===== src/hdl/rsi_pkg.sv =====
package rsi_pkg;

	localparam int CRD_W     = 32;
	localparam int DIF_W     = CRD_W + 1;
	localparam int PRD_W     = DIF_W + CRD_W;
	localparam int CRS_W     = PRD_W + 1;
	localparam int MAG_W     = CRS_W - 1;
	localparam int Q_W       = DIF_W;
	localparam int DIV_STEPS = Q_W;
	localparam int ADDR_W    = 3;
	localparam int DATA_W    = 32;

	localparam logic [DATA_W-1:0] EPS_RESET = 32'd512;
	// Register select, taken from paddr bit 2.
	localparam logic REG_EPS = 1'b0;

	typedef logic signed [CRD_W-1:0] crd_t;
	typedef logic signed [DIF_W-1:0] dif_t;

	typedef struct packed {
		crd_t sx;
		crd_t sy;
		crd_t ex;
		crd_t ey;
		crd_t ox;
		crd_t oy;
		crd_t rx;
		crd_t ry;
	} in_item_t;

	typedef struct packed {
		crd_t sx;
		crd_t sy;
		crd_t ox;
		crd_t oy;
		crd_t rx;
		crd_t ry;
	} geo_t;

	typedef struct packed {
		geo_t             g;
		logic             miss;
		logic             negx;
		logic             negy;
		logic [Q_W-1:0]   magx;
		logic [Q_W-1:0]   magy;
		logic [MAG_W-1:0] num;
		logic [MAG_W-1:0] den;
		logic [Q_W-1:0]   qx;
		logic [Q_W-1:0]   qy;
		logic [MAG_W-1:0] remx;
		logic [MAG_W-1:0] remy;
	} div_t;

	typedef struct packed {
		logic hit;
		crd_t x;
		crd_t y;
	} hit_t;

endpackage


===== src/hdl/rsi_div_stage.sv =====
module rsi_div_stage import rsi_pkg::*; (
	input  logic clk,
	input  logic arst_n,
	input  logic en,
	input  logic in_v,
	input  div_t in_d,
	output logic out_v,
	output div_t out_d
);

	// One step of |d| * num / den, taking the next bit of |d| from the top.
	// The running remainder stays below den, so the new quotient digit is 0, 1 or 2.
	function automatic logic [Q_W+MAG_W-1:0] div_step(logic [Q_W-1:0] q,
		logic [MAG_W-1:0] rem, logic b, logic [MAG_W-1:0] num, logic [MAG_W-1:0] den);
		logic [MAG_W+2:0] t, t1, t2;
		logic [Q_W:0]     qq;
		logic [Q_W-1:0]   qn;
		logic [MAG_W-1:0] rn;
		t  = {2'b00, rem, 1'b0} + (b ? (MAG_W+3)'(num) : '0);
		t1 = t - (MAG_W+3)'(den);
		t2 = t - {2'b00, den, 1'b0};
		qq = {q, 1'b0};
		if (!t2[MAG_W+2]) begin
			qn = Q_W'(qq + (Q_W+1)'(2));
			rn = t2[MAG_W-1:0];
		end else if (!t1[MAG_W+2]) begin
			qn = Q_W'(qq + (Q_W+1)'(1));
			rn = t1[MAG_W-1:0];
		end else begin
			qn = Q_W'(qq);
			rn = t[MAG_W-1:0];
		end
		return {qn, rn};
	endfunction

	logic [Q_W+MAG_W-1:0] nx, ny;
	logic v_q;
	div_t d_n;
	div_t d_q;

	assign nx = div_step(in_d.qx, in_d.remx, in_d.magx[Q_W-1], in_d.num, in_d.den);
	assign ny = div_step(in_d.qy, in_d.remy, in_d.magy[Q_W-1], in_d.num, in_d.den);

	always_comb begin
		d_n      = in_d;
		d_n.magx = {in_d.magx[Q_W-2:0], 1'b0};
		d_n.magy = {in_d.magy[Q_W-2:0], 1'b0};
		d_n.qx   = nx[Q_W+MAG_W-1:MAG_W];
		d_n.qy   = ny[Q_W+MAG_W-1:MAG_W];
		d_n.remx = nx[MAG_W-1:0];
		d_n.remy = ny[MAG_W-1:0];
	end

	always_ff @(posedge clk or negedge arst_n) begin
		if (!arst_n) begin
			v_q <= 1'b0;
		end else if (en) begin
			v_q <= in_v;
		end
	end

	always_ff @(posedge clk) begin
		if (en) begin
			d_q <= d_n;
		end
	end

	assign out_v = v_q;
	assign out_d = d_q;

	a_rem_below_den: assert property (@(posedge clk) disable iff (!arst_n)
		out_v && !out_d.miss |-> (out_d.remx < out_d.den) && (out_d.remy < out_d.den))
		else $error("divider remainder not below denominator");

endmodule


===== config.mk =====
export PLATFORM = sky130hd
export DESIGN_NAME = rsi_div_stage
export DESIGN_NICKNAME = d
export VERILOG_FILES = /design/src/hdl/rsi_pkg.sv /design/src/hdl/rsi_div_stage.sv
export SDC_FILE = /design/constraint.sdc
export NUM_CORES = 2
export LEC_CHECK = 0
export BUFFER_PORTS_ARGS = -buffer_cell sky130_fd_sc_hd__buf_2
export CORE_AREA = 2 2 460 462
export DETAILED_ROUTE_END_ITERATION = 12
export DIE_AREA = 0 0 462 464
export PLACE_DENSITY = 0.38
export SKIP_LAST_GASP = 1
export SLEW_MARGIN = 20
export SYNTH_ARGS = -nofsm -noshare
export SYNTH_HDL_FRONTEND = slang
export SYNTH_SLANG_ARGS = --single-unit

===== constraint.sdc =====
create_clock -name clk -period 0.8 [get_ports clk]
set_input_delay 0.12 -clock clk [delete_from_list [all_inputs] [get_ports clk]]
set_output_delay 0.12 -clock clk [all_outputs]
set_load 0.01 [all_outputs]

==> summary by stage <==
Setup path
In this run the register-to-register setup slack is around 0.05 ns. The worst register-to-register path begins at out_v$_DFFE_PN0P_. The kind of start point of the critical path is an input pin.

The capture point of the worst reg-to-reg path is out_v$_DFFE_PN0P_. The highest fanout seen on the critical path is 9. The worst setup path is captured at a flip-flop. The most repeated library cell on the critical path is buf_12.

The worst endpoint data arrival time is 5.86 ns. The required time of the critical path is about 1.4 ns. The number of cell instances on the worst register-to-register path is 1. Among all stages on the critical path, the largest delay is contributed by or3_4. The critical path class is in -> reg. On the worst path, the slowest cell contributes a delay of between 0.4 and 0.5 ns.

Power and ir drop
The peak supply drop is roughly 0.0016 V. The cell-internal power is around 110000 uW. For this design the static power due to leakage is between 0.03 and 0.04 uW.

For this design the total switching power over the nets is between 70000 and 80000 uW. The logic gate share of total power is between 50% and 60%. Dividing total power by cell area gives a power density of 2180 nW/um^2. The sequential share of power is between 20% and 30%. The clock network fraction of design power is approximately 20%.

The proportion of total power due to net switching is 39.2%.

STA
The worst hold slack is -0.112 ns. Setup repair after global routing could not meet its margin everywhere. Setup violations remaining at the end of the flow were counted as between 1000 and 1500. The hold violation count in the final report is 1. The final worst-path setup slack is -4.48 ns. The final critical delay including setup and external delays is 5.28 ns.

The worst pin sits at a relative slew slack of between 40% and 50%. At the pin with the least slew margin, the transition time is 0.759 ns. The clock tree skew after final layout is 0 ns. The share of the cycle needed by the critical path after routing is 660%. The max-slew violation count is 0. The maximum clock frequency is around 190 MHz.

Drt
For this run, design rule violations remaining after detail routing come to 0. The wire length reported by the detailed router is slightly below 300 mm. The starting DRC count in detailed routing is ~3200. The routed via count divided by cell count is 4.69. The first-pass iteration count of the detailed router is 5. Once detail routing completed, the nets flagged for antenna violations numbered 0. The detailed router placed roughly 54000 vias in this run. Dividing the detail-routed wire length by the instance count gives around 25 um.

GRT
The most congested layer reported by global routing is met2. Entering global routing, the biggest net connects 45 pins. The wire length of the first global-routing pass is between 300 and 400 mm. After global routing the overflow that remains totals 0. The met1 demand-to-capacity share in global routing is 31.1%. The number of antenna violations at the first check in global routing is about 50. The overall fraction of global-route tracks in use is roughly a quarter. For met2 alone, demand over resource in global routing was 45.3%. The number of global-route vias before repair is around 55000.

The met3 global-route usage is between 3 and 4%.

CTS
The tree is rooted in a clkbuf_16. The CTS tree is done. The clock latency at the later pin of the worst-skew pair is 0.72 ns. The longest clock path from root to sink contains 3 buffers. The depth of the CTS H-tree is 3. The number of buffers created by CTS is slightly below 80. Hold repair after CTS inserted 460 buffers. Counting every sink on the clock net gives between 500 and 600. The clock-pin slew on the worst setup and hold paths is approximately 0.060 ns.

Final layout
The count of cells in the finished layout, fillers not included, comes to about 11000. The signed area change from the synthesized netlist to the final layout is 81.6%. For this run, the share of the core covered by cells in the final layout is roughly 40%. At the end of the flow, the number of nets in the layout was between 9000 and 10000. Cells with a size suffix above 1 make up between 40% and 50% of the layout.

Logic synthesis
The share of synthesized area occupied by flip-flops and latches is a little under two fifths. The number of distinct library cells after synthesis is 98. The number of register bits inferred by synthesis is 586. The multiplexer share of the synthesized area is around 3.2%. Each instance of the synthesized netlist takes up on average 9.48 sq um.

For this run, the number of Yosys warnings is 0. Of the total synthesized cell area, the portion taken by full adders, half adders and majority gates is between 10% and 20%. The synthesized netlist devotes between 20% and 30% of its cell area to compound gates. Of the total synthesized cell area, the portion taken by AND, OR, NAND and NOR gates is 15.2%. The most used flip-flop cell after synthesis is edfxtp_1. The post-synthesis share of cell area spent on xor and xnor gates is about 7.7%. The cell area after technology mapping is 46100 sq um.

The share of async-settable or async-resettable flops after synthesis is 0.171%. By area, the combinational part of the netlist is dominated by compound AO/OA/AOI/OAI gates. The count of flip-flops with a built-in enable after synthesis is around 590.

The gate count of the mapped netlist is ~4900.

Die
The effective utilization at floorplan is between 20% and 30%. The area of the core is between 200000 and 250000 sq um. The horizontal die dimension is 462 um.

around 1200 I/O pins were placed. The die outline area is between 200000 and 250000 sq um. The initialized floorplan defines around 170 standard-cell rows. From bottom edge to top edge, the die measures around 460 um.

Placed design
Counting tap cells, the placed design contains a total of between 10000 and 15000 instances. In this run the tool buffered the top-level ports with roughly 1200 buffer cells. Routability-driven placement finished with a final weighted congestion of about 0.94. Once detailed placement completed, the half-perimeter wirelength came to between 200 and 250 mm.

Run status
The run finished, with violations left. The final reports fail on negative hold slack, negative setup slack.

Worst hold path
In this run the most critical hold path is launched from in_d[196]. In this run the worst hold path is classified as in -> reg. The endpoint of the worst hold-timing path is out_d[66]$_DFFE_PP_. The hold-critical path depth is 3.

Flow run
Across the run, the number of max-cap violations was 0.
## cell usage in the layout, fill, tap and decap left out, types with 37 or more instances in the layout
cell type      netlist  layout
buf_4                8    2083
a21o_1             243     242
a211oi_1            53      38
ha_1               390     326
mux2i_1            134     101
nand4_1            123     123
ha_4                 0      60
o21ai_0            224     165
o21bai_1            89      85
a21oi_1            510     399
nand3_1            109      98
inv_1              173     172
clkbuf_16            0      92
edfxtp_1           585     585
buf_6               10      39
nor2_1             286     254
o21a_1              47      44
o21ai_1             32      63
a21oi_2              2      95
nand2_1            369     356
dlygate4sd3_1        0     460
and2_1             159     133
and3_1              55      50
buf_12               0      88
buf_2               40    1168
a31oi_1             77      64
xnor2_1            237     216
nand2b_1            37      37
xor2_1             168     162
nor3_1             100      84
## cell type report
class                   count  area [sq um]
fillers                 21087        125000
multi-input cells        3882         30300
repair buffers           3874         29000
flip-flops and latches    586         17600
well taps                2805          3510
clock buffers              87          1960
inverters                 174           653
clock inverters            54           584
diodes                     29          72.6
## how the worst max path moves through the flow
stage / start / endpoint / slack, ns / cells after the start
floorplan: in_d[358] / out_d[64]$_DFFE_PP_ / -4.65 / 27
CTS: in_d[391] / out_d[123]$_DFFE_PP_ / -4.42 / 27
finish: in_d[358] / out_d[0]$_DFFE_PP_ / -4.48 / 28
global route: in_d[358] / out_d[45]$_DFFE_PP_ / -4.65 / 31
global placement: in_d[358] / out_d[0]$_DFFE_PP_ / -6.04 / 30
detailed placement: in_d[358] / out_d[0]$_DFFE_PP_ / -6.02 / 28
## logic make-up (layout without fill, tap and decap cells)
family                   count (synthesis)  in the layout
AO/OA/AOI/OAI                         1534           1534
multiplexers                           147            147
AND/OR/NAND/NOR                       1397           1398
flip-flops                             586            586
adder cells (fa/ha/maj)                396            396
buffers and inverters                  397           4189
XOR/XNOR                               405            405
other                                    1             31
## registers in the layout, indices dropped and copies added (netlist names)
register,flops
out_v,1
out_d,585
## layer usage
| metal | part of all wire (%) | routed length, um | vias to the layer above |
|---|---|---|---|
| li1 | - | - | 25772 |
| met1 | 41 | 118000 | 26111 |
| met2 | 49 | 142000 | 1557 |
| met3 | 4.9 | 14400 | 391 |
| met4 | 5.6 | 16300 | 20 |
| met5 | 0.049 | 144 | - |
## synthesized netlist by cell type (11+ instances only)
master	number	area share [%]
o21ai_0	224	2.4
a211oi_1	53	0.86
a31oi_1	77	1.0
and3_1	55	0.75
nand2_1	369	3.0
o22ai_1	12	0.16
nand2b_1	37	0.50
nor3_1	100	1.1
buf_2	40	0.43
clkbuf_1	164	1.3
o31ai_1	21	0.34
xnor2_1	237	4.5
inv_1	173	1.4
nor2b_1	34	0.46
and2_1	159	2.2
a21oi_1	510	5.5
o21bai_1	89	1.4
nand3_1	109	1.2
nor4_1	20	0.27
o21a_1	47	0.77
xor2_1	168	3.2
mux2_2	12	0.29
and4_1	20	0.38
nor3b_1	12	0.20
mux2i_1	134	2.9
a221oi_1	14	0.27
nand4_1	123	1.7
a21boi_0	22	0.36
o211ai_1	34	0.55
edfxtp_1	585	38
ha_1	390	11
or2_2	11	0.15
nor2_1	286	2.3
a211o_1	18	0.34
a21o_1	243	4.0
or3_1	27	0.37
o21ai_1	32	0.35
## through the flow
step	setup TNS (ns)	area [sq um]	worst slack [ns]	power, uW
floorplan	-875.37	46900	-4.65	84400
detailed placement	-1288.03	71700	-6.02	135000
global route	-1587.83	83700	-4.65	192000
CTS	-1547.15	80600	-4.42	177000
finish	-1526.57	83700	-4.48	182000
global placement	-1296.66	71700	-6.04	136000
## power by group through the flow
stage,combinational [uW],clock [uW],sequential [uW]
4_1_cts,97600,36900,43000
5_1_grt,111000,37900,43200
3_5_place_dp,91700,0,43400
3_3_place_gp,92200,0,43600
2_1_floorplan,40400,0,44100
6_report,104000,35900,42700
## worst max-delay path, delay by kind of cell
kind	cells	cell delay, ns
AND/OR/NAND/NOR	11	2.21
AO/OA/AOI/OAI	7	1.69
buffers and inverters	7	1.05
adder cells (fa/ha/maj)	2	0.52
multiplexers	1	0.21
## repair_timing
item	CTS	global route
pin swaps	78	214
resized for setup	239	449
setup endpoints to repair	782	1368
cloned	5	16
setup buffers	65	71
hold endpoints to repair	503	1
Note: power is estimated with default switching activity, not from simulation.
