**config.mk**
```make
export PLATFORM = sky130hd
export DESIGN_NAME = rsi_cfg
export DESIGN_NICKNAME = d
export VERILOG_FILES = /design/src/hdl/rsi_pkg.sv /design/src/hdl/rsi_cfg.sv
export SDC_FILE = /design/constraint.sdc
export NUM_CORES = 1
export LEC_CHECK = 0
export BUFFER_PORTS_ARGS = -buffer_cell sky130_fd_sc_hd__buf_2
export CORE_MARGIN = 2
export CORE_UTILIZATION = 41
export CTS_BUF_LIST = sky130_fd_sc_hd__clkbuf_16
export CTS_CLUSTER_SIZE = 25
export DETAILED_ROUTE_END_ITERATION = 7
export MAX_ROUTING_LAYER = met4
export PLACE_DENSITY = 0.79
export SLEW_MARGIN = 25
export SYNTH_ARGS = -nofsm -noshare
export SYNTH_HDL_FRONTEND = slang
export SYNTH_SLANG_ARGS = --single-unit
export TNS_END_PERCENT = 10
```
**constraint.sdc**
```tcl
create_clock -name clk -period 0.95 [get_ports clk]
set_clock_uncertainty 0.15 [all_clocks]
set_input_delay 0.19 -clock clk [delete_from_list [all_inputs] [get_ports clk]]
set_output_delay 0.19 -clock clk [all_outputs]
set_load 0.05 [all_outputs]
```
**src/hdl/rsi_pkg.sv**
```systemverilog
package rsi_pkg;

	localparam int CRD_W     = 32;
	localparam int DIF_W     = CRD_W + 1;
	localparam int PRD_W     = DIF_W + CRD_W;
	localparam int CRS_W     = PRD_W + 1;
	localparam int MAG_W     = CRS_W - 1;
	localparam int Q_W       = DIF_W;
	localparam int DIV_STEPS = Q_W;
	localparam int ADDR_W    = 3;
	localparam int DATA_W    = 32;

	localparam logic [DATA_W-1:0] EPS_RESET = 32'd512;
	// Register select, taken from paddr bit 2.
	localparam logic REG_EPS = 1'b0;

	typedef logic signed [CRD_W-1:0] crd_t;
	typedef logic signed [DIF_W-1:0] dif_t;

	typedef struct packed {
		crd_t sx;
		crd_t sy;
		crd_t ex;
		crd_t ey;
		crd_t ox;
		crd_t oy;
		crd_t rx;
		crd_t ry;
	} in_item_t;

	typedef struct packed {
		crd_t sx;
		crd_t sy;
		crd_t ox;
		crd_t oy;
		crd_t rx;
		crd_t ry;
	} geo_t;

	typedef struct packed {
		geo_t             g;
		logic             miss;
		logic             negx;
		logic             negy;
		logic [Q_W-1:0]   magx;
		logic [Q_W-1:0]   magy;
		logic [MAG_W-1:0] num;
		logic [MAG_W-1:0] den;
		logic [Q_W-1:0]   qx;
		logic [Q_W-1:0]   qy;
		logic [MAG_W-1:0] remx;
		logic [MAG_W-1:0] remy;
	} div_t;

	typedef struct packed {
		logic hit;
		crd_t x;
		crd_t y;
	} hit_t;

endpackage

```
**src/hdl/rsi_cfg.sv**
```systemverilog
module rsi_cfg import rsi_pkg::*; (
	input  logic              clk,
	input  logic              arst_n,
	input  logic              psel,
	input  logic              penable,
	input  logic              pwrite,
	input  logic [ADDR_W-1:0] paddr,
	input  logic [DATA_W-1:0] pwdata,
	output logic [DATA_W-1:0] prdata,
	output logic              pready,
	output logic [DATA_W-1:0] eps
);

	logic [DATA_W-1:0] eps_q;

	assign pready = 1'b1;
	assign eps    = eps_q;
	assign prdata = (paddr[2] == REG_EPS) ? eps_q : '0;

	always_ff @(posedge clk or negedge arst_n) begin
		if (!arst_n) begin
			eps_q <= EPS_RESET;
		end else if (psel && penable && pwrite && pready && paddr[2] == REG_EPS) begin
			eps_q <= pwdata;
		end
	end

endmodule

```
==> flow_summary.yaml, run 1 <==
critical_path:
  cp.arrival_ps: 1080
  worstPathRequired_ps: 610
  critPathCaptureType: "output pin"
  cp_max_fo: 2
  cp-start-kind: "flip-flop"
  worstSetupPathType: "reg -> out"
sta:
  finalSetupViolCount: 96
  timing.final.crit_share_pct: 149
  fin_crit_ps: 1420
  grt_setup_unrepaired: "yes"
  max_freq_mhz: 706
  setup_ws_ps: -467
  finalMaxSlewViolations: 0
  finalHoldViolations: 0
  whs_ps: 2.61
  setup-tns-final_ps: -21700
final_layout:
  area_delta_synth_final_pct: 98.1
  largest_reg_flops: 32
  num-nets-final: 268
  nFillCells: 191
  layout-drive-gt1-share_pct: 87.3
  fin_util_pct: 84.2
  n_antenna_cell: 0
run_status:
  violations: "setup timing"
  run_status: "finished, violations left"
floorplanning:
  die_w_um: 65.6
  fp.dieArea_um2: 4300
  start_util_pct: 42.5
  coreArea_um2: 3660
  die_h_um: 65.6
  ios: 105
  rows: 22
global_route:
  grt_antenna_before_repair: 0
  track_usage_pct: 22.1
  gr-total-overflow: 0
  grt_max_degree: 28
  grt_pass1_vias: 1400
  grt_pass1_wl_um: 6820
clock_network:
  htreeDepth: 2
  cts.sinks: 32
  clkLatencyLatePin_ps: 270
  cts_hold_buffers: 1
  cts_tree: "done"
  clk_pin_slew_ps: 50
  cts_root_buf: "clkbuf_16"
  cts_made_buffers: 5
  cts_buffer_depth: 2
routing:
  met1_length_um: 1660
  routed_wirelength_um: 4500
  dr_wl_met2_um: 2460
  top_layer_used: "met4"
  remaining_drc_errors: 0
  vias: 1293
  drtIter0Drc: 23
  viasPerCell: 4.67
  drtAntennaViolNets: 0
  dr.pass1.iters: 4
  dr_wl_met3_um: 347
  wire_per_inst_um: 16.2
power_and_ir_drop:
  ir_drop_mv: 1.68
  powerDensity_nw_per_um2: 2490
  power.leakage_nw: 1.64
job:
  maxCapViolations: 0
synthesis:
  synth_edf_count: 0
  ys_ff_latch: 32
  avgSynthCellArea_um2: 14.8
  synth_area_leaders: "dfrtp_1, mux2_4, nor2b_1, buf_6, dfstp_2"
  yosysTopAreaCellShare_pct: 49.9
  netlist_top_cells_count: "nor2b_1, dfrtp_1, mux2_4"
  syn-cell-area_um2: 1560
  synth_top_area_cell: "dfrtp_1"
  synth-main-ff-cell: "dfrtp_1"
  yosysSeqAreaShare_pct: 51.6
  synth_cells: 105
  synth_cell_types: 10
  synthArstFlopShare_pct: 100
  syn_nets: 145
  ys_warn_count: 0
  synth_most_common_cell: "nor2b_1"
place:
  globalplace.congestion: 0.662
  place_ws_ps: -367
  portBuffers: 101
  place.detailed.hpwl_um: 2810
worst_hold_path:
  hold_class: "in -> reg"
-- metal layers --
| metal | global-route usage, % | vias to the layer above |
|---|---|---|
| li1 | - | 591 |
| met1 | 23.6 | 630 |
| met2 | 39.8 | 68 |
| met3 | 7.19 | 4 |
| met4 | 5.47 | 0 |
| met5 | - | - |
-- worst max-delay path, cell delays in order (launching register included) --
cell	delay, ps
dfstp_2	520
nor2b_4	130
buf_6	160
-- final timing paths --
check	startpoint	endpoint	slack [ps]	cells after the start
max in group asynchronous	arst_n	eps[0]$_DFFE_PN0P_	100	3
min	pwdata[5]	eps[5]$_DFFE_PN0P_	3	2
min reg2reg	eps[0]$_DFFE_PN0P_	eps[0]$_DFFE_PN0P_	390	1
max	eps[9]$_DFFE_PN1P_	prdata[9]	-470	2
min in group asynchronous	arst_n	eps[15]$_DFFE_PN0P_	170	2
max reg2reg	eps[14]$_DFFE_PN0P_	eps[14]$_DFFE_PN0P_	-200	3
-- logic make-up (layout without fill, tap and decap cells) --
family / after synthesis / after routing / share of synthesized area [%]
buf+inv: 7 / 131 / 3.38
mux: 32 / 32 / 30.4
other cells: 1 / 1 / 0.241
simple gates: 33 / 33 / 14.4
flops: 32 / 32 / 51.6
-- stage by stage --
step	instances	instance area (um2)	total power, mW
after detailed placement	257	2440	5.33
final	277	3080	7.67
after global routing	277	3080	7.96
after floorplan	105	1810	4.57
after global placement	257	2440	5.27
after CTS	270	3010	7.55
-- repair_timing --
action	in CTS	in global routing
endpoints found under the hold margin	37	3
buffers inserted	4	7
gates resized for setup	126	4
endpoints found under the setup margin	96	96
-- placed cells by master (no fill, tap or decap) --
master          n
dfrtp_1        26
clkinv_2        2
clkbuf_16       5
nor2b_4        32
dfstp_2         1
buf_4          21
buf_12          4
buf_6          56
buf_2          36
clkinv_1        1
nand4b_4        1
conb_1          1
mux2_4         30
dfrtp_2         5
dlygate4sd3_1   1
buf_8           5
mux2_2          2
-- power by group --
part	leakage, nW	total, mW	internal (mW)	switching [mW]
clock network	0.0710	1.46	0.947	0.509
registers	0.377	1.98	1.69	0.294
logic	1.19	4.24	1.89	2.35
total	1.64	7.67	4.52	3.15
-- cell type report --
type / count / area, um2 / area share, %
flip-flops and latches: 32 / 808 / 26.2
well taps: 48 / 60.1 / 1.95
repair buffers: 123 / 1130 / 36.8
clock inverters: 3 / 13.8 / 0.447
clock buffers: 5 / 125 / 4.06
multi-input cells: 66 / 941 / 30.5
Power figures use the tool's default switching activity.
==> inputs of run 2 (changes only) <==
- BUFFER_PORTS_ARGS: -buffer_cell sky130_fd_sc_hd__buf_2 -> unset
- CORE_UTILIZATION: 41 -> 55
- DONT_BUFFER_PORTS: unset -> 1
- PLACE_DENSITY: 0.79 -> 0.7
==> flow_summary.yaml, run 2 <==
run_status:
  run_status: "did not finish"
  lastStage: "detailed placement"
  error: "[ERROR DPL-0033] detailed placement checks failed during check placement."
synthesis:
  synth_edf_count: 0
  syn_nets: 145
  synth-main-ff-cell: "dfrtp_1"
  synthArstFlopShare_pct: 100
  syn-cell-area_um2: 1560
  synth_most_common_cell: "nor2b_1"
  yosysTopAreaCellShare_pct: 49.9
  ys_ff_latch: 32
  synth_cells: 105
  synth_area_leaders: "dfrtp_1, mux2_4, nor2b_1, buf_6, dfstp_2"
  ys_warn_count: 0
  yosysSeqAreaShare_pct: 51.6
  netlist_top_cells_count: "nor2b_1, dfrtp_1, mux2_4"
  synth_cell_types: 10
  synth_top_area_cell: "dfrtp_1"
  avgSynthCellArea_um2: 14.8
place:
  place.detailed.hpwl_um: 5160
  globalplace.congestion: 0.729
  portBuffers: 0
floorplanning:
  die_w_um: 57.2
  die_h_um: 57.2
  start_util_pct: 57.4
  ios: 105
  rows: 19
run 2: stage by stage:
| stage | hold WS [ps] | setup TNS, ps | std cells |
|---|---|---|---|
| after floorplan | -256 | -19300 | 105 |
| after global placement | -255 | -7490 | 197 |
run 2: logic make-up after synthesis:
family,after synthesis,synth area share (%)
flip-flops,32,51.6
AND/OR/NAND/NOR,33,14.4
multiplexers,32,30.4
other,1,0.241
buffers and inverters,7,3.38
==> inputs of run 3 (changes only) <==
- CORE_UTILIZATION: 55 -> 40
- CTS_BUF_LIST: sky130_fd_sc_hd__clkbuf_16 -> unset
- CTS_CLUSTER_SIZE: 25 -> unset
- MAX_ROUTING_LAYER: met4 -> unset
- PLACE_DENSITY: 0.7 -> unset
- PLACE_DENSITY_LB_ADDON: unset -> 0.15
==> flow_summary.yaml, run 3 (synthesis gave the netlist of run 1 again) <==
run_status:
  run_status: "finished, violations left"
  violations: "hold timing, setup timing"
final_layout:
  num-nets-final: 224
  final_cell_mix: "buf_12, nor2b_4, mux2_4, buf_6, dfrtp_1"
  fin_util_pct: 82.2
  layout-drive-gt1-share_pct: 83.8
  n_antenna_cell: 0
  area_delta_synth_final_pct: 94.9
  layout_commonest_cell: "buf_12"
  largest_reg_flops: 32
sta:
  finalMaxSlewViolations: 0
  whs_ps: -551
  timing.final.crit_share_pct: 151
  setup_ws_ps: -483
  grt_setup_unrepaired: "yes"
  finalHoldViolations: 63
  finalSetupViolCount: 71
  fin_crit_ps: 1430
  max_freq_mhz: 698
clock_network:
  cts.sinks: 32
  cts_buffer_depth: 2
  cts_made_buffers: 5
  clk_pin_slew_ps: 70
  cts_tree: "done"
  cts_root_buf: "clkbuf_8"
  htreeDepth: 2
  clkLatencyLatePin_ps: 270
critical_path:
  worstSetupPathType: "reg -> out"
  critPathCaptureType: "output pin"
  cp-start-kind: "flip-flop"
  cp-startpoint: "eps[9]$_DFFE_PN1P_"
  r2r-start: "eps[9]$_DFFE_PN1P_"
  path_cells: "nor2b_4, buf_12"
  crit_buf_inv: 1
  critPathMaxStageDelay_ps: 530
  cp.arrival_ps: 1090
  worstPathRequired_ps: 610
  cp_slowest_cell: "dfstp_2"
  cp_max_fo: 2
  crit_family: "flip-flops"
routing:
  viasPerCell: 4.79
  dr.pass1.iters: 3
  remaining_drc_errors: 0
  vias: 1116
  drtIter0Drc: 38
  drtAntennaViolNets: 0
  wire_per_inst_um: 17.5
  routed_wirelength_um: 4080
place:
  place.detailed.hpwl_um: 3040
  globalplace.congestion: 0.637
  portBuffers: 0
  place_ws_ps: -262
global_route:
  grt_antenna_before_repair: 0
  track_usage_pct: 18.7
  grt_pass1_wl_um: 6070
  gr-total-overflow: 0
  grt_pass1_vias: 1173
  grt_max_degree: 34
floorplanning:
  die_h_um: 66.4
  die_w_um: 66.4
  fp.dieArea_um2: 4400
  coreArea_um2: 3690
  rows: 22
  ios: 105
  start_util_pct: 42.2
worst_hold_path:
  hold_class: "in -> async"
power_and_ir_drop:
  power.leakage_nw: 1.50
  powerDensity_nw_per_um2: 2430
  ir_drop_mv: 1.46
job:
  maxCapViolations: 0
[run 3: repair_timing]
action                                  in CTS  in global routing
endpoints found under the hold margin       64                 64
endpoints found under the setup margin      66                 88
gates resized for setup                     31                  1
buffers inserted                             3                  8
[run 3: through the flow]
step / area (um2) / total power [mW] / setup TNS (ps) / hold slack [ps] / instances
after floorplan: 1810 / 4.57 / -19300 / -256 / 105
final: 3030 / 7.35 / -21240 / -551 / 233
after global placement: 2740 / 5.94 / -8140 / -255 / 213
after global routing: 3030 / 7.61 / -23760 / -567 / 233
after CTS: 2960 / 7.28 / -21020 / -558 / 224
after detailed placement: 2740 / 6.01 / -9450 / -255 / 213
[run 3: final timing paths]
kind,end,slack (ps),cells after the start
worst max register to register,eps[9]$_DFFE_PN1P_,-170,3
min in group clk,eps[15]$_DFFE_PN0P_,-100,1
max in group asynchronous,eps[9]$_DFFE_PN1P_,1020,0
worst min-delay path,eps[13]$_DFFE_PN0P_,-550,0
worst max-delay path,prdata[9],-480,2
worst min register to register,eps[0]$_DFFE_PN0P_,400,1
[run 3: cell type report]
cell class	count	area [um2]
Sequential cell	32	808
Multi-Input combinational cell	66	945
Fill cell	200	657
Clock inverter	1	5.00
Tap cell	48	60.1
Clock buffer	7	76.3
Timing Repair Buffer	79	1140
[run 3: report_power, final]
group,total [mW],internal (mW),switching [mW]
Clock,0.992,0.513,0.478
Combinational,4.39,2.13,2.27
Sequential,1.97,1.68,0.290
Total,7.35,4.32,3.03
[run 3: worst reg2reg max path, cell delays in order, from the launching register on]
cell and delay [ps]:
dfstp_2 530, buf_4 100, buf_8 130, mux2_4 150
[run 3: layer usage]
| metal | global-route usage, % | share of wire (%) | vias to the layer above |
|---|---|---|---|
| li1 | - | - | 501 |
| met1 | 20.9 | 33 | 555 |
| met2 | 32.6 | 58 | 55 |
| met3 | 7.33 | 8.4 | 5 |
| met4 | 5.36 | 0.93 | 0 |
| met5 | 0 | 0 | - |
==> inputs of run 4 (changes only) <==
- clock period: 0.95 -> 1.5 ns (I/O delays scaled with it)
==> flow_summary.yaml, run 4 (synthesis gave the netlist of run 1 again) <==
final_layout:
  fin_util_pct: 73.7
  largest_reg_flops: 32
  num-nets-final: 215
  layout_commonest_cell: "buf_12"
  final-seq-area_um2: 802
  n_antenna_cell: 0
  area_delta_synth_final_pct: 74.8
  final_cell_mix: "buf_12, buf_4, dfrtp_1, mux2_4, nor2b_2"
  nFillCells: 257
  multi_input_area_um2: 796
  layout-drive-gt1-share_pct: 79.0
power_and_ir_drop:
  p_comb_share_pct: 58.3
  ir_drop_mv: 0.854
  clkPwrFrac_pct: 15.2
  total_power_mw: 4.35
  power.leakage_nw: 1.33
  seqPwrFrac_pct: 26.6
  sw_frac_of_total_pct: 42.7
  netSwitchingPower_mw: 1.86
  intPower_mw: 2.49
  powerDensity_nw_per_um2: 1600
critical_path:
  critPathCaptureType: "output pin"
  cp.arrival_ps: 1100
  cp-start-kind: "flip-flop"
  cp_max_fo: 2
  worstSetupPathType: "reg -> out"
  cp-startpoint: "eps[9]$_DFFE_PN1P_"
  r2r-start: "eps[26]$_DFFE_PN0P_"
  worstPathRequired_ps: 1050
clock_network:
  cts_resized: 0
  clkLatencyLatePin_ps: 280
  cts.sinks: 32
  cts_root_buf: "clkbuf_8"
  cts_buffer_depth: 2
  cts_tree: "done"
  clk_pin_slew_ps: 60
  htreeDepth: 2
  cts_made_buffers: 5
sta:
  finalSetupViolCount: 1
  finalHoldViolations: 0
  setup-tns-final_ps: -49.9
  timing.final.crit_share_pct: 103
  setup_ws_ps: -49.9
  fin_crit_ps: 1550
  grt_setup_unrepaired: "yes"
  max_freq_mhz: 645
  whs_ps: 15.0
  finalMaxSlewViolations: 0
floorplanning:
  die_w_um: 66.4
  start_util_pct: 42.2
  ios: 105
  rows: 22
  coreArea_um2: 3690
  fp.dieArea_um2: 4400
  die_h_um: 66.4
global_route:
  grt_max_degree: 34
  track_usage_pct: 18.0
  grt_pass1_wl_um: 5660
  grt_antenna_before_repair: 0
  gr-total-overflow: 0
  grt_pass1_vias: 1154
routing:
  drtIter0Drc: 28
  dr.pass1.iters: 3
  wire_per_inst_um: 16.8
  viasPerCell: 4.73
  drtAntennaViolNets: 0
  routed_wirelength_um: 3760
  vias: 1059
  remaining_drc_errors: 0
place:
  place.detailed.hpwl_um: 2890
  globalplace.congestion: 0.644
  portBuffers: 0
  place_ws_ps: 200
worst_hold_path:
  hold_class: "in -> reg"
  hold_start: "pwdata[30]"
job:
  maxCapViolations: 0
run_status:
  violations: "setup timing"
  run_status: "finished, violations left"
## run 4: cell count changes in the layout (fill, tap and decap cells not counted), sizes merged
cell,change
buf,-11
clkbuf,+1
clkinv,-1
dlygate4sd3,+2
## run 4: worst max-delay path, stage by stage, from the launching register on
cell and delay [ps]:
dfstp_2 530, nor2b_4 150, buf_12 140
## run 4: final cells by class
| class | count | share of cell area (%) |
|---|---|---|
| well taps | 48 | 2.21 |
| multi-input cells | 66 | 29.3 |
| repair buffers | 70 | 35.7 |
| clock buffers | 8 | 3.31 |
| flip-flops and latches | 32 | 29.5 |
## run 4: timing repair
action,4_1_cts,5_1_grt
endpoints found under the hold margin,32,2
hold buffers,2,2
setup buffers,0,0
endpoints found under the setup margin,1,1
## run 4: metal layers
| layer | track usage [%] | wire (um) | up-vias |
|---|---|---|---|
| li1 | - | - | 485 |
| met1 | 19.6 | 1340 | 506 |
| met2 | 30.5 | 2010 | 58 |
| met3 | 6.47 | 326 | 10 |
| met4 | 9.18 | 85 | 0 |
| met5 | 0 | 0 | - |
## run 4: metrics by stage
stage	instance area (um2)	cells
after global routing	2720	224
after floorplan	1650	105
after global placement	2580	212
final	2720	224
after detailed placement	2580	212
after CTS	2700	222
## run 4: worst paths after layout
| kind | to | slack [ps] | cells past startpoint |
|---|---|---|---|
| min in group asynchronous | eps[11]$_DFFE_PN0P_ | 310 | 2 |
| max in group asynchronous | eps[9]$_DFFE_PN1P_ | 650 | 2 |
| max reg2reg | eps[26]$_DFFE_PN0P_ | 360 | 2 |
| max | prdata[9] | -50 | 2 |
| min | eps[30]$_DFFE_PN0P_ | 20 | 1 |
| min reg2reg | eps[10]$_DFFE_PN0P_ | 400 | 1 |
## run 4: power groups by stage
| stage | Combinational (mW) | Clock (mW) | Sequential, mW |
|---|---|---|---|
| after detailed placement | 2.52 | 0 | 1.17 |
| after CTS | 2.55 | 0.677 | 1.15 |
| after floorplan | 0.887 | 0 | 1.87 |
| after global routing | 2.61 | 0.729 | 1.18 |
| final | 2.53 | 0.659 | 1.15 |
| after global placement | 2.49 | 0 | 1.15 |
